[src/design/skt_pkg.sv]
`timescale 1ns / 1ps
// ---------------------------------------------------------------------------
// skt_pkg
// Shared types and constants for the sorted key table.
// ---------------------------------------------------------------------------
package skt_pkg;

    localparam int DEF_CAPACITY = 128;
    localparam int GRP_SIZE     = 16;
    localparam int KEY_W        = 32;
    localparam int PAY_W        = 64;
    localparam int OP_W         = 2;
    localparam int STATUS_W     = 3;
    localparam int COUNT_W      = 8;

    localparam logic [OP_W-1:0] OP_INSERT = 2'd0;
    localparam logic [OP_W-1:0] OP_REMOVE = 2'd1;
    localparam logic [OP_W-1:0] OP_SEARCH = 2'd2;

    localparam logic [STATUS_W-1:0] ST_OK        = 3'd0;
    localparam logic [STATUS_W-1:0] ST_FULL      = 3'd1;
    localparam logic [STATUS_W-1:0] ST_DUP       = 3'd2;
    localparam logic [STATUS_W-1:0] ST_EMPTY     = 3'd3;
    localparam logic [STATUS_W-1:0] ST_NOT_FOUND = 3'd4;

    // broadcast from the controller to every cell
    typedef struct packed {
        logic signed [KEY_W-1:0] key;
        logic [PAY_W-1:0]        payload;
        logic                    cmp;
        logic                    ins;
        logic                    rem;
    } bcast_t;

endpackage

[src/design/skt_cell.sv]
`timescale 1ns / 1ps
// ---------------------------------------------------------------------------
// skt_cell
// One slot of the table: holds a key and payload, compares against the
// broadcast key and shifts with its neighbors on insert or remove.
// ---------------------------------------------------------------------------
module skt_cell (
    input  logic                                clk,
    input  logic                                rst_n,
    input  skt_pkg::bcast_t                     bc,
    input  logic                                occ,
    input  logic                                lt_left,
    input  logic signed [skt_pkg::KEY_W-1:0]    key_left,
    input  logic [skt_pkg::PAY_W-1:0]           pay_left,
    input  logic signed [skt_pkg::KEY_W-1:0]    key_right,
    input  logic [skt_pkg::PAY_W-1:0]           pay_right,
    output logic signed [skt_pkg::KEY_W-1:0]    key_q,
    output logic [skt_pkg::PAY_W-1:0]           pay_q,
    output logic                                lt_q,
    output logic                                eq_q
);

    logic signed [skt_pkg::KEY_W-1:0] key_reg;
    logic [skt_pkg::PAY_W-1:0]        pay_reg;
    logic                             lt_reg;
    logic                             eq_reg;

    always_ff @(posedge clk or negedge rst_n)
    begin
        if (!rst_n)
        begin
            lt_reg <= 1'b0;
            eq_reg <= 1'b0;
        end
        else if (bc.cmp)
        begin
            lt_reg <= occ && (key_reg < bc.key);
            eq_reg <= occ && (key_reg == bc.key);
        end
    end

    always_ff @(posedge clk)
    begin
        if (bc.ins && !lt_reg)
        begin
            if (lt_left)
            begin
                key_reg <= bc.key;
                pay_reg <= bc.payload;
            end
            else
            begin
                key_reg <= key_left;
                pay_reg <= pay_left;
            end
        end
        else if (bc.rem && !lt_reg)
        begin
            key_reg <= key_right;
            pay_reg <= pay_right;
        end
    end

    assign key_q = key_reg;
    assign pay_q = pay_reg;
    assign lt_q  = lt_reg;
    assign eq_q  = eq_reg;

endmodule

[config.mk]
export PLATFORM = sky130hd
export DESIGN_NAME = skt_cell
export DESIGN_NICKNAME = d
export VERILOG_FILES = /design/src/design/skt_pkg.sv /design/src/design/skt_cell.sv
export SDC_FILE = /design/constraint.sdc
export NUM_CORES = 1
export LEC_CHECK = 0
export BUFFER_PORTS_ARGS = -buffer_cell sky130_fd_sc_hd__buf_2
export CAP_MARGIN = 20
export CORE_AREA = 4 4 150 152
export CTS_CLUSTER_SIZE = 10
export DETAILED_ROUTE_END_ITERATION = 10
export DIE_AREA = 0 0 154 156
export GPL_TIMING_DRIVEN = 0
export SLEW_MARGIN = 0
export SYNTH_ARGS = -nofsm -noshare
export SYNTH_HDL_FRONTEND = slang
export SYNTH_SLANG_ARGS = --single-unit
[constraint.sdc]
create_clock -name clk -period 5.5 [get_ports clk]
set_input_delay 0.55 -clock clk [delete_from_list [all_inputs] [get_ports clk]]
set_output_delay 0.55 -clock clk [all_outputs]
set_load 0.02 [all_outputs]
==> flow_summary_export.csv <==
group,metric,value,unit
global_route,grt_util_all_layers,17.2,%
detailed_routing,drtIter0Drc,271,
power_and_ir_drop,leakage,4.27,nW
logic_synthesis,ys_types,30,
timing,layout_min_cycle_time,2.32,ns
final_layout,postLayoutCoreUtil,40.0,%
logic_synthesis,synth_top_cell_by_area,"edfxtp_1",
timing,hold_viol,0,
detailed_routing,vias_per_cell,4.53,
run,cap_violations,0,
die,fp.dieH,156,µm
place,port_buffers,391,
critical_path,worstSetupEndpointType,"register",
die,start_util,27.3,%
place,dp_hpwl,18100,µm
detailed_routing,antenna_left,0,
cts,cts_setup_buffers,0,
timing,max_freq,431,MHz
logic_synthesis,ys_seq_area_share,51.2,%
final_layout,fin_nets,1275,
timing,fin_crit_sh,42.2,%
detailed_routing,wl_per_cell,17.9,µm
final_layout,layout-drive-gt1-share,44.3,%
logic_synthesis,async_reset_ff_share,2.04,%
cts,postCtsHoldBufs,1,
logic_synthesis,synthTopCellsByArea,"edfxtp_1 (50%), mux2i_1 (17%), o21ai_0 (8.7%)",
die,rows,53,
cts,numCtsBuffers,9,
critical_path,worstPathMaxFanout,10,
global_route,antenna_found_initial,4,
status,status,"finished clean",
final_layout,final_area,0.00841,mm²
timing,rsz0062_at_grt,"false",
global_route,grt_pass1_wl,32000,µm
hold_path,worstHoldPathType,"input pin to register",
place,gp_congestion,0.853,
logic_synthesis,syn_area_per_cell,10.6,µm²
logic_synthesis,synth_enable_flop_cells,96,
cts,cts_sinks,98,
logic_synthesis,yosys_warnings,0,
detailed_routing,drc,0,
die,die_width,154,µm
power_and_ir_drop,p_per_area,324,mW/mm²
critical_path,worstSetupPathType,"register to register",
timing,slew-limit-headroom,47.1,%
cts,path_clk_slew,0.08,ns
logic_synthesis,synth.most_common_cell,"nand2_1",
timing,finalSetupViolations,0,
critical_path,arrival,2.46,ns
detailed_routing,vias,5573,
detailed_routing,firstDrtPassIters,4,
final_layout,area_delta_synth_final,46.7,%
cts,htree_levels,3,
power_and_ir_drop,total_power,2.72,mW
die,coreArea,0.0210,mm²
cts,cts_resized,0,
power_and_ir_drop,ir_drop,0.161,mV
critical_path,worstPathRequired,5.63,ns
logic_synthesis,synth_seq_cells,98,
cts,tritoncts,"done",
logic_synthesis,syn_area,0.00573,mm²
timing,drv_slew,0,
global_route,grt_pass1_vias,5785,
place,place_worst_setup_slack,3.02,ns
timing,worst_slew_pin_slew,0.793,ns
cts,cts_buffer_depth,2,
global_route,overflow,0,
timing,timing.final.ws_setup,3.18,ns
die,die-area,0.0240,mm²
timing,final.setup.tns,0,ns
critical_path,start_kind,"register",
cts,clock_latency,0.35,ns
cts,cts-root-buf,"clkbuf_16",
die,pin_count,393,
place,dpl_cell_area,0.00810,mm²
timing,skew,0.0152,ns
logic_synthesis,synth_common_cells,"nand2_1 (109), o21ai_0 (100), edfxtp_1 (96), mux2i_1 (96), inv_1 (35)",
logic_synthesis,synth_flop_cell,"edfxtp_1",
logic_synthesis,synthesis.nets,869,
global_route,grt_max_degree,34,
detailed_routing,totalWireLength,22100,µm
logic_synthesis,postSynthCellCount,542,
logic_synthesis,synth_top_area_share,50.3,%
area by class of cell:
cell class / instances / area [µm²]
timing repair buffer: 395 / 2030
antenna: 2 / 5.00
sequential: 98 / 2930
tap: 275 / 344
buffer: 32 / 131
clock buffer: 10 / 229
fill: 2130 / 12600
clock inverter: 6 / 65.1
multi-input combinational: 377 / 2540
inverter: 35 / 131
placed cells by master (no fill, tap or decap), types with 2 or more instances in the layout:
| cell type | Yosys | routed |
|---|---|---|
| a21o_1 | 2 | 2 |
| a21oi_1 | 10 | 10 |
| buf_1 | 2 | 2 |
| buf_12 | 0 | 3 |
| buf_2 | 9 | 400 |
| clkbuf_1 | 21 | 22 |
| clkbuf_16 | 0 | 9 |
| clkinv_4 | 0 | 2 |
| dfrtp_1 | 2 | 2 |
| diode_2 | 0 | 2 |
| edfxtp_1 | 96 | 96 |
| ha_1 | 32 | 32 |
| inv_1 | 35 | 35 |
| mux2i_1 | 96 | 96 |
| nand2_1 | 109 | 109 |
| nand2b_1 | 3 | 3 |
| nand4_1 | 5 | 5 |
| nor2_1 | 5 | 4 |
| o21ai_0 | 100 | 100 |
stage by stage:
| stage | std cells | hold slack [ns] |
|---|---|---|
| floorplan | 542 | 0.254 |
| global placement | 1208 | 0.338 |
| detailed placement | 1211 | 0.337 |
| CTS | 1228 | 0.453 |
| global route | 1230 | 0.462 |
| finish | 1230 | 0.473 |
sequential cells by signal, summed over array words and instances (netlist names):
name   flops
eq_q       1
key_q     32
pay_q     64
lt_q       1
final timing paths:
| kind | slack (ns) | endpoint | start | depth (start not counted) |
|---|---|---|---|---|
| max reg2reg | 3.18 | pay_q[59] | lt_q | 7 |
| max in group asynchronous | 4.85 | eq_q | rst_n | 2 |
| min | 0.47 | key_q[10] | key_right[10] | 3 |
| min in group asynchronous | 0.56 | lt_q | rst_n | 2 |
| min reg2reg | 0.54 | eq_q | eq_q | 2 |
| max | 3.18 | pay_q[59] | lt_q | 7 |
power breakdown:
group | total, mW | internal (mW) | switching, mW
registers | 1.11 | 1.05 | 0.0603
clock network | 0.652 | 0.355 | 0.297
logic | 0.963 | 0.340 | 0.624
total | 2.72 | 1.74 | 0.981
worst max-delay path, stage by stage (launching register included):
cell      delay, ns
dfrtp_1        0.45
inv_1          0.11
nand2_1        0.14
buf_2          0.33
buf_2          0.38
clkbuf_1       0.38
nand2_1        0.15
o21ai_0        0.17
metal layers:
layer  up-vias  share of wire (%)  GRT usage (%)
met5         -               0.12              0
met4         4                2.3           5.76
met3        34                7.5           4.47
met2       240                 50           30.3
met1      2529                 40           20.5
li1       2766                  -              -
cells by family after synthesis:
| logic type | share of synthesized area, % |
|---|---|
| compound gates | 11.5 |
| fa+ha+maj | 6.99 |
| buf+inv | 4.59 |
| flops | 51.2 |
| mux | 16.8 |
| simple gates | 8.95 |
Note: power is estimated with default switching activity, not from simulation.
