===== src/design/skt_pkg.sv =====
`timescale 1ns / 1ps
// ---------------------------------------------------------------------------
// skt_pkg
// Shared types and constants for the sorted key table.
// ---------------------------------------------------------------------------
package skt_pkg;

    localparam int DEF_CAPACITY = 128;
    localparam int GRP_SIZE     = 16;
    localparam int KEY_W        = 32;
    localparam int PAY_W        = 64;
    localparam int OP_W         = 2;
    localparam int STATUS_W     = 3;
    localparam int COUNT_W      = 8;

    localparam logic [OP_W-1:0] OP_INSERT = 2'd0;
    localparam logic [OP_W-1:0] OP_REMOVE = 2'd1;
    localparam logic [OP_W-1:0] OP_SEARCH = 2'd2;

    localparam logic [STATUS_W-1:0] ST_OK        = 3'd0;
    localparam logic [STATUS_W-1:0] ST_FULL      = 3'd1;
    localparam logic [STATUS_W-1:0] ST_DUP       = 3'd2;
    localparam logic [STATUS_W-1:0] ST_EMPTY     = 3'd3;
    localparam logic [STATUS_W-1:0] ST_NOT_FOUND = 3'd4;

    // broadcast from the controller to every cell
    typedef struct packed {
        logic signed [KEY_W-1:0] key;
        logic [PAY_W-1:0]        payload;
        logic                    cmp;
        logic                    ins;
        logic                    rem;
    } bcast_t;

endpackage


===== src/design/skt_group.sv =====
`timescale 1ns / 1ps
// ---------------------------------------------------------------------------
// skt_group
// Registered match reduction over one group of cells: hit flag and the
// payload of the matching cell.
// ---------------------------------------------------------------------------
module skt_group #(
    parameter int N = skt_pkg::GRP_SIZE
) (
    input  logic                          clk,
    input  logic                          rst_n,
    input  logic                          en,
    input  logic [N-1:0]                  eq,
    input  logic [skt_pkg::PAY_W-1:0]     pay [N],
    output logic                          hit_q,
    output logic [skt_pkg::PAY_W-1:0]     pay_q
);

    logic                      hit_reg;
    logic [skt_pkg::PAY_W-1:0] pay_reg;
    logic [skt_pkg::PAY_W-1:0] pay_or;

    always_comb
    begin
        pay_or = '0;
        for (int j = 0; j < N; j++)
        begin
            pay_or = pay_or | (pay[j] & {skt_pkg::PAY_W{eq[j]}});
        end
    end

    always_ff @(posedge clk or negedge rst_n)
    begin
        if (!rst_n)
        begin
            hit_reg <= 1'b0;
        end
        else if (en)
        begin
            hit_reg <= |eq;
        end
    end

    always_ff @(posedge clk)
    begin
        if (en)
        begin
            pay_reg <= pay_or;
        end
    end

    assign hit_q = hit_reg;
    assign pay_q = pay_reg;

endmodule


===== config.mk =====
export PLATFORM = sky130hd
export DESIGN_NAME = skt_group
export DESIGN_NICKNAME = d
export VERILOG_FILES = /design/src/design/skt_pkg.sv /design/src/design/skt_group.sv
export SDC_FILE = /design/constraint.sdc
export NUM_CORES = 1
export LEC_CHECK = 0
export ABC_CLOCK_PERIOD_IN_PS = 800
export BUFFER_PORTS_ARGS = -buffer_cell sky130_fd_sc_hd__buf_2
export CAP_MARGIN = 40
export CORE_AREA = 3 3 431 433
export CTS_CLUSTER_SIZE = 25
export DETAILED_ROUTE_END_ITERATION = 7
export DIE_AREA = 0 0 434 436
export PLACE_DENSITY = 0.3
export SYNTH_ARGS = -nofsm -noshare
export SYNTH_HDL_FRONTEND = slang
export SYNTH_SLANG_ARGS = --single-unit

===== constraint.sdc =====
create_clock -name clk -period 0.8 [get_ports clk]
set_input_delay 0.16 -clock clk [delete_from_list [all_inputs] [get_ports clk]]
set_output_delay 0.16 -clock clk [all_outputs]
set_load 0.05 [all_outputs]

==> results of run 1 <==
## kinds of logic after synthesis
kind of cell           Yosys count  share of synthesized area (%)
DFF                             65                          25.29
and+or+nand+nor                 70                          5.689
AOI/OAI and AO/OA              513                          58.86
buffers and inverters          112                          10.16
## path summary, 6_finish.rpt
path                                from        end  slack (ns)  cells past startpoint
worst max-delay path            pay_q[7]   pay_q[7]       -0.58                      1
worst min-delay path            pay[427]  pay_q[43]       0.008                      3
worst max register to register     hit_q      hit_q       -0.01                      2
worst min register to register     hit_q      hit_q        0.62                      2
max in group asynchronous          rst_n      hit_q        0.58                      2
min in group asynchronous          rst_n      hit_q        0.08                      2
## tightest hold or removal path: cells and delay by family
| kind | cells | cell delay (ns) |
|---|---|---|
| compound gates | 1 | 0.05 |
| buf+inv | 1 | 0.09 |
| simple gates | 1 | 0.06 |
## per-layer routing
metal / vias to the layer above / track usage (%)
li1: 6472 / -
met1: 8367 / 21.67
met2: 1163 / 30.69
met3: 324 / 6.240
met4: 96 / 5.538
met5: - / 0
## final cells by class
type | instances | area, µm² | area share (%)
timing repair buffer | 1432 | 10800 | 46.61
multi-input combinational | 583 | 6997 | 30.21
tap | 2385 | 2984 | 12.88
sequential | 65 | 1947 | 8.405
clock buffer | 9 | 225.2 | 0.9723
antenna | 70 | 175.2 | 0.7563
clock inverter | 7 | 37.54 | 0.1621
## registers in the layout, indices dropped and copies added (netlist names)
register and flops:
pay_q 64, hit_q 1
## power by group through the flow
stage / clock [µW] / combinational, µW / sequential [µW]
3_5_place_dp: 0 / 11800 / 4180
5_1_grt: 4980 / 14500 / 4130
4_1_cts: 5030 / 14000 / 4120
2_1_floorplan: 0 / 3390 / 4740
6_report: 4660 / 14000 / 4120
3_3_place_gp: 0 / 11900 / 4190
## placed cells by master (no fill, tap or decap), types with 19 or more instances in the layout
| cell type | count |
|---|---|
| buf_2 | 1025 |
| a22o_1 | 226 |
| a221oi_2 | 212 |
| buf_4 | 165 |
| buf_12 | 101 |
| buf_6 | 75 |
| diode_2 | 70 |
| nand4_1 | 65 |
| edfxtp_1 | 64 |
| buf_16 | 39 |
| a22o_4 | 27 |
| a221oi_4 | 26 |
| buf_8 | 19 |
## stage by stage
stage	hold WS (ns)	total power, µW
2_1_floorplan	-0.1356	8127
3_3_place_gp	-0.01562	16080
3_5_place_dp	-0.01645	15990
4_1_cts	-0.05569	23160
5_1_grt	-0.01804	23590
6_report	0.007773	22750
## repair_timing
item / CTS / global route
gates resized for setup: 325 / 38
pin swaps: 110 / 73
hold endpoints to repair: 56 / 11
endpoints found under the setup margin: 130 / 132
gates cloned: 24 / 2
buffers inserted: 78 / 17
==> results.json, run 1 <==
{
  "status": "finished, violations left",
  "violations": "negative setup slack",
  "synth.distinct_cells": 16,
  "startpoint_type": "flop",
  "power.leakage_uw": 0.009858,
  "rsz0062_at_grt": "yes",
  "met2_length_um": 86950,
  "min_period_ns": 1.384,
  "crit_fanout": 1,
  "synth_commonest_cells": "a22o_1, a221oi_1, nand4_1",
  "n_fill_cell": 20950,
  "internal_power_uw": 12480,
  "root_buffer": "clkbuf_16",
  "nets": 3134,
  "post-route-util_pct": 12.69,
  "ys_seq_elements": 65,
  "cp_slowest_cell": "edfxtp_1",
  "overflow": 0,
  "clk_path_buf_depth": 2,
  "swShare_pct": 45.15,
  "synth_area_um2": 7697,
  "slowest_delay_ns": 0.55,
  "gp_congestion": 0.9695,
  "grt_max_degree": 24,
  "synth_area_leaders": "a22o_1, a221oi_1, edfxtp_1",
  "avgSynthCellArea_um2": 10.13,
  "power.switching_uw": 10270,
  "cts_tree": "done",
  "async_reset_ff_share_pct": 1.538,
  "vias": 16420,
  "synth_top_cell_by_area": "a22o_1",
  "cts_num_sinks": 65,
  "crit_buf_inv": 1,
  "setup_viol": 130,
  "hpwl_um": 150800,
  "initial_core_util_pct": 4.218,
  "path_cells": "buf_12",
  "synth_cells": 760,
  "fin_tns_setup_ns": -46.07,
  "grt_pass1_wl_um": 213400,
  "design_area_um2": 23160,
  "hold_viol": 0,
  "p_comb_share_pct": 61.4,
  "instances_no_fill": 4551,
  "peakVddDrop_uv": 1023,
  "p_seq_share_pct": 18.1,
  "cp.required_ns": 0.64,
  "first_pass_iters": 5,
  "rows": 157,
  "critPathCaptureType": "output pin",
  "synth_most_common_cell": "a22o_1",
  "p_clk_share_pct": 20.5,
  "coreArea_um2": 182500,
  "place_inst": 4359,
  "cap_violations": 0,
  "drt_iter0_drc": 1440,
  "die_w_um": 434,
  "place.port_buffers": 1107,
  "wl_met1_um": 70110,
  "place_area_um2": 19560,
  "drcViolationCount": 0,
  "yosysSeqAreaShare_pct": 25.29,
  "wl_met3_um": 17630,
  "grt_usage_pct": 18.22,
  "synth_top_area_share_pct": 29.13,
  "grt_pass1_vias": 16090,
  "htreeDepth": 3,
  "routed_via_density": 3.608,
  "clkTransAtPathRegs_ns": 0.08,
  "hp-class": "in -> reg",
  "routed.top_layer": "met5",
  "critPathKind": "reg -> out",
  "drt-wirelength-per-cell_um": 39.72,
  "antenna_found_initial": 199,
  "skew_ns": 0,
  "dp_slack_ns": -1.063,
  "ys_warn_count": 0,
  "clk_latency_ns": 0.45,
  "hold_buffers": 2,
  "worst_slew_margin_rel_pct": 62.58,
  "slew_violations": 0,
  "power_density_nw_per_um2": 982.0,
  "drive_gt1_share_pct": 81.87,
  "period_share_pct": 173.0,
  "arrival_ns": 1.22,
  "dieArea_um2": 189200,
  "synthFlopType": "edfxtp_1",
  "cts-buffers-inserted": 9,
  "fin_ws_ns": -0.5843,
  "antenna_left": 0,
  "synth_edf_count": 64,
  "synthToLayoutAreaGrowth_pct": 200.9,
  "worstMarginPinSlew_ns": 0.5612,
  "cp_top_family": "flip-flops",
  "drt-total-wl_um": 180800,
  "num_io_pins": 1108,
  "die-height_um": 436,
  "max_freq_mhz": 722.4,
  "synthesis.nets": 1803
}
(Power assumes the default switching activity.)
==> inputs of run 2 (changes only) <==
--- a/config.mk
+++ b/config.mk
@@ -9,6 +9,7 @@
 export BUFFER_PORTS_ARGS = -buffer_cell sky130_fd_sc_hd__buf_2
 export CAP_MARGIN = 40
 export CORE_AREA = 3 3 431 433
+export CTS_BUF_LIST = sky130_fd_sc_hd__clkbuf_4 sky130_fd_sc_hd__clkbuf_8
 export CTS_CLUSTER_SIZE = 25
 export DETAILED_ROUTE_END_ITERATION = 7
 export DIE_AREA = 0 0 434 436
==> run 2 against run 1 <==
Effect of this change: the flow finishes with violations (negative hold slack, negative setup slack); combinational power hardly changed; clock skew is the same; core utilization rose by 0.14 points; largest power group unchanged; power shrank 4.6%; critical path depth is the same.
==> results.json, run 2 (synthesized netlist as in run 1, its figures left out) <==
{
  "status": "finished, violations left",
  "violations": "negative hold slack, negative setup slack",
  "instances_no_fill": 4597,
  "rr_worst_depth": 2,
  "dieArea_um2": 189200,
  "cp.required_ns": 0.64,
  "slowest_delay_ns": 0.57,
  "drcViolationCount": 0,
  "min_period_ns": 1.509,
  "cts-buffers-inserted": 9,
  "cts_num_sinks": 65,
  "drt-wirelength-per-cell_um": 38.98,
  "first_pass_iters": 6,
  "critPathCaptureType": "output pin",
  "cp_top_family": "flip-flops",
  "grt_max_degree": 25,
  "place_area_um2": 19560,
  "crit_fanout": 1,
  "root_buffer": "clkbuf_8",
  "drive_gt1_share_pct": 79.40,
  "drt_iter0_drc": 1506,
  "cp_slowest_cell": "edfxtp_1",
  "final_common_cell": "buf_2",
  "slew_violations": 0,
  "antenna_found_initial": 197,
  "antenna_left": 0,
  "grt_pass1_vias": 16320,
  "r2r-start": "hit_q",
  "power.leakage_uw": 0.009961,
  "rsz0062_at_grt": "yes",
  "hold_buffers": 60,
  "path_cells": "buf_12",
  "hp-class": "in -> reg",
  "holdPathEnd": "pay_q[8]",
  "drt-total-wl_um": 179200,
  "worstMarginPinSlew_ns": 0.4451,
  "cts_tree": "done",
  "largest_reg_flops": 64,
  "max_freq_mhz": 662.7,
  "vias": 16380,
  "arrival_ns": 1.35,
  "fin_hold_ws_ns": -0.08261,
  "final_cell_mix": "buf_2, a22o_1, a221oi_2",
  "reg2reg_slack_ns": -0.01,
  "post-route-util_pct": 12.83,
  "critPathKind": "reg -> out",
  "hold_viol": 59,
  "routed_via_density": 3.564,
  "crit_buf_inv": 1,
  "period_share_pct": 188.6,
  "n_fill_cell": 20930,
  "startpoint_type": "flop",
  "htreeDepth": 3,
  "hold_path_startpoint": "pay[200]",
  "coreArea_um2": 182500,
  "gp_congestion": 0.9695,
  "initial_core_util_pct": 4.218,
  "die-height_um": 436,
  "setup_viol": 130,
  "place.port_buffers": 1107,
  "hpwl_um": 150800,
  "clk_path_buf_depth": 2,
  "fin_ws_ns": -0.7091,
  "grt_usage_pct": 18.06,
  "overflow": 0,
  "peakVddDrop_uv": 582.0,
  "skew_ns": 0,
  "num_io_pins": 1108,
  "die_w_um": 434,
  "place_inst": 4359,
  "grt_pass1_wl_um": 212200,
  "power_density_nw_per_um2": 927.3,
  "clk_latency_ns": 0.54,
  "worst_slew_margin_rel_pct": 70.32,
  "rows": 157,
  "design_area_um2": 23410,
  "nets": 3179,
  "cap_violations": 0,
  "whs_path_depth": 3,
  "r2r_end": "hit_q",
  "clkTransAtPathRegs_ns": 0.11,
  "synthToLayoutAreaGrowth_pct": 204.1,
  "power.total_uw": 21710
}
==> run 2: cell count changes in the layout (fill, tap and decap cells not counted), moves of 3 or more <==
cell           change
buf_8              -6
clkbuf_16         -10
clkbuf_8           +9
dlygate4sd3_1     +56
buf_12             +3
buf_2              -5
buf_16             -7
==> run 2: layout make-up <==
type                            count  area [µm²]  share of cell area [%]
Timing Repair Buffer             1477       11160                   47.66
Multi-Input combinational cell    583        6982                   29.83
Clock inverter                      7       37.54                  0.1604
Tap cell                         2385        2984                   12.75
Antenna cell                       71       177.7                  0.7590
Sequential cell                    65        1947                   8.317
Clock buffer                        9       123.9                  0.5292
==> run 2: stage by stage <==
| step | hold WS, ns | worst slack, ns | TNS (ns) |
|---|---|---|---|
| final | -0.08261 | -0.7091 | -47.26 |
| after global routing | -0.1271 | -0.7359 | -49.91 |
| after global placement | -0.01562 | -1.095 | -69.47 |
| after detailed placement | -0.01645 | -1.063 | -69.19 |
| after floorplan | -0.1356 | -0.3352 | -21.34 |
| after CTS | -0.1765 | -0.7685 | -47.37 |
==> run 2: layer usage <==
layer | routed length [µm] | GRT usage, % | vias up
li1 | - | - | 6551
met1 | 68770 | 21.18 | 8278
met2 | 85720 | 30.65 | 1108
met3 | 18050 | 6.462 | 340
met4 | 5949 | 5.301 | 106
met5 | 707 | 0 | -
==> run 2: what timing repair did <==
action	4_1_cts	5_1_grt
pin swaps	107	81
endpoints found under the hold margin	67	64
cloned	19	1
gates resized for setup	279	69
buffers inserted	70	30
endpoints found under the setup margin	129	130
==> run 2: where the power goes <==
group          total (µW)  switching [µW]  leakage [µW]  internal [µW]
combinational       14100            7490       0.00923           6570
clock                3530            2450     0.0000803           1080
sequential           4120             190      0.000654           3930
==> run 2: worst register-to-register path, stage by stage (launching register included) <==
cell and delay (ns):
dfrtp_1 0.41, buf_6 0.12, o22a_1 0.18
==> run 2: how the worst max path moves through the flow <==
stage	from	to	cells after the start
floorplan	eq[4]	pay_q[37]	5
global placement	eq[1]	pay_q[52]	6
detailed placement	eq[1]	pay_q[52]	6
CTS	pay_q[53]	pay_q[53]	1
global route	pay_q[7]	pay_q[7]	1
finish	pay_q[7]	pay_q[7]	1
==> inputs of run 3 (changes only) <==
--- a/config.mk
+++ b/config.mk
@@ -17,3 +17,4 @@
 export SYNTH_ARGS = -nofsm -noshare
 export SYNTH_HDL_FRONTEND = slang
 export SYNTH_SLANG_ARGS = --single-unit
+export TNS_END_PERCENT = 30
==> run 3 against run 2 <==
Effect of this change: the run still ends with negative hold slack, negative setup slack left; critical path depth unchanged; fmax shrank 0.61%; power is 4.3% lower.
==> results.json, run 3 (synthesized netlist as in run 1, its figures left out) <==
{
  "grt_usage_pct": 18.02,
  "coreArea_um2": 182500,
  "peakVddDrop_uv": 1018,
  "power.total_uw": 20780,
  "cts_tree": "done",
  "nets": 3116,
  "grt_use_met3_pct": 5.818,
  "hp-class": "in -> reg",
  "final_cell_mix": "buf_2, a22o_1, a221oi_2",
  "rows": 157,
  "num_io_pins": 1108,
  "clk_path_buf_depth": 2,
  "initial_core_util_pct": 4.218,
  "clkTransAtPathRegs_ns": 0.13,
  "cts_num_sinks": 65,
  "grt_pass1_vias": 15950,
  "overflow": 0,
  "final_common_cell": "buf_2",
  "min_period_ns": 1.518,
  "cts-buffers-inserted": 9,
  "first_pass_iters": 5,
  "period_share_pct": 189.8,
  "largest_reg_flops": 64,
  "power_density_nw_per_um2": 955.0,
  "drive_gt1_share_pct": 75.41,
  "crit_buf_inv": 1,
  "instances_no_fill": 4507,
  "busiest_layer": "met2",
  "skew_ns": 0,
  "root_buffer": "clkbuf_8",
  "worst_slew_margin_rel_pct": 58.98,
  "antenna_found_initial": 223,
  "hold_buffers": 107,
  "critPathCaptureType": "output pin",
  "setup_viol": 130,
  "htreeDepth": 3,
  "place.port_buffers": 1107,
  "routed_via_density": 3.577,
  "rsz0062_at_grt": "yes",
  "antenna_left": 0,
  "path_cells": "buf_12",
  "synthToLayoutAreaGrowth_pct": 182.7,
  "drt-wirelength-per-cell_um": 39.46,
  "dieArea_um2": 189200,
  "hpwl_um": 157200,
  "worstMarginPinSlew_ns": 0.6152,
  "fin_hold_ws_ns": -0.07507,
  "clk_latency_ns": 0.54,
  "drt_iter0_drc": 1335,
  "n_fill_cell": 21050,
  "status": "finished, violations left",
  "crit_fanout": 1,
  "critPathKind": "reg -> out",
  "cp_slowest_cell": "edfxtp_1",
  "drcViolationCount": 0,
  "met2_usage_pct": 31.43,
  "gp_congestion": 0.9565,
  "slew_violations": 0,
  "fin_ws_ns": -0.7184,
  "vias": 16120,
  "max_freq_mhz": 658.6,
  "slowest_delay_ns": 0.58,
  "met1_usage_pct": 21.18,
  "place_inst": 4340,
  "cp_top_family": "flip-flops",
  "dp_slack_ns": -1.322,
  "cp.required_ns": 0.64,
  "die_w_um": 434,
  "violations": "negative hold slack, negative setup slack",
  "cap_violations": 0,
  "grt_max_degree": 41,
  "fin_tns_setup_ns": -44.07,
  "grt_pass1_wl_um": 211900,
  "hold_viol": 58,
  "power.leakage_uw": 0.009310,
  "drt-total-wl_um": 177900,
  "arrival_ns": 1.36,
  "die-height_um": 436,
  "post_cts_buffers": 0,
  "startpoint_type": "flop"
}
[run 3: path summary, 6_finish.rpt]
kind	from	endpoint	slack [ns]	depth (start not counted)
hold / removal	pay[811]	pay_q[43]	-0.08	3
max in group asynchronous	rst_n	hit_q	0.09	3
setup / recovery	pay_q[31]	pay_q[31]	-0.72	1
min in group asynchronous	rst_n	hit_q	0.60	3
setup reg to reg	hit_q	hit_q	0.03	1
hold reg to reg	hit_q	hit_q	0.60	1
[run 3: where the power goes]
group / internal [µW] / leakage, µW / switching (µW)
Sequential: 3930 / 0.000654 / 194
Clock: 1430 / 0.0000896 / 2530
Combinational: 5730 / 0.00857 / 6970
Total: 11100 / 0.00931 / 9690
[run 3: timing repair]
action                                 CTS  global route
setup endpoints to repair              130           130
endpoints found under the hold margin   65            63
resized for setup                      140            67
pin swaps                               10            26
[run 3: metrics by stage]
| stage | cell area, µm² | util [%] |
|---|---|---|
| detailed placement | 19390 | 10.63 |
| CTS | 21340 | 11.69 |
| floorplan | 9072 | - |
| global route | 21710 | 11.89 |
| global placement | 19390 | 10.63 |
| finish | 21760 | 11.93 |
[run 3: area by class of cell]
type	count	area [µm²]	share of cell area [%]
multi-input combinational	583	6688	30.73
clock inverter	7	70.07	0.3219
timing repair buffer	1414	9839	45.21
sequential	65	1948	8.951
antenna	44	110.1	0.5059
tap	2385	2984	13.71
clock buffer	9	123.9	0.5692
[run 3: layer usage]
layer / vias to the layer above / wire [µm]
li1: 6392 / -
met4: 92 / 4908
met2: 1132 / 87500
met3: 373 / 15160
met5: - / 617
met1: 8134 / 69670
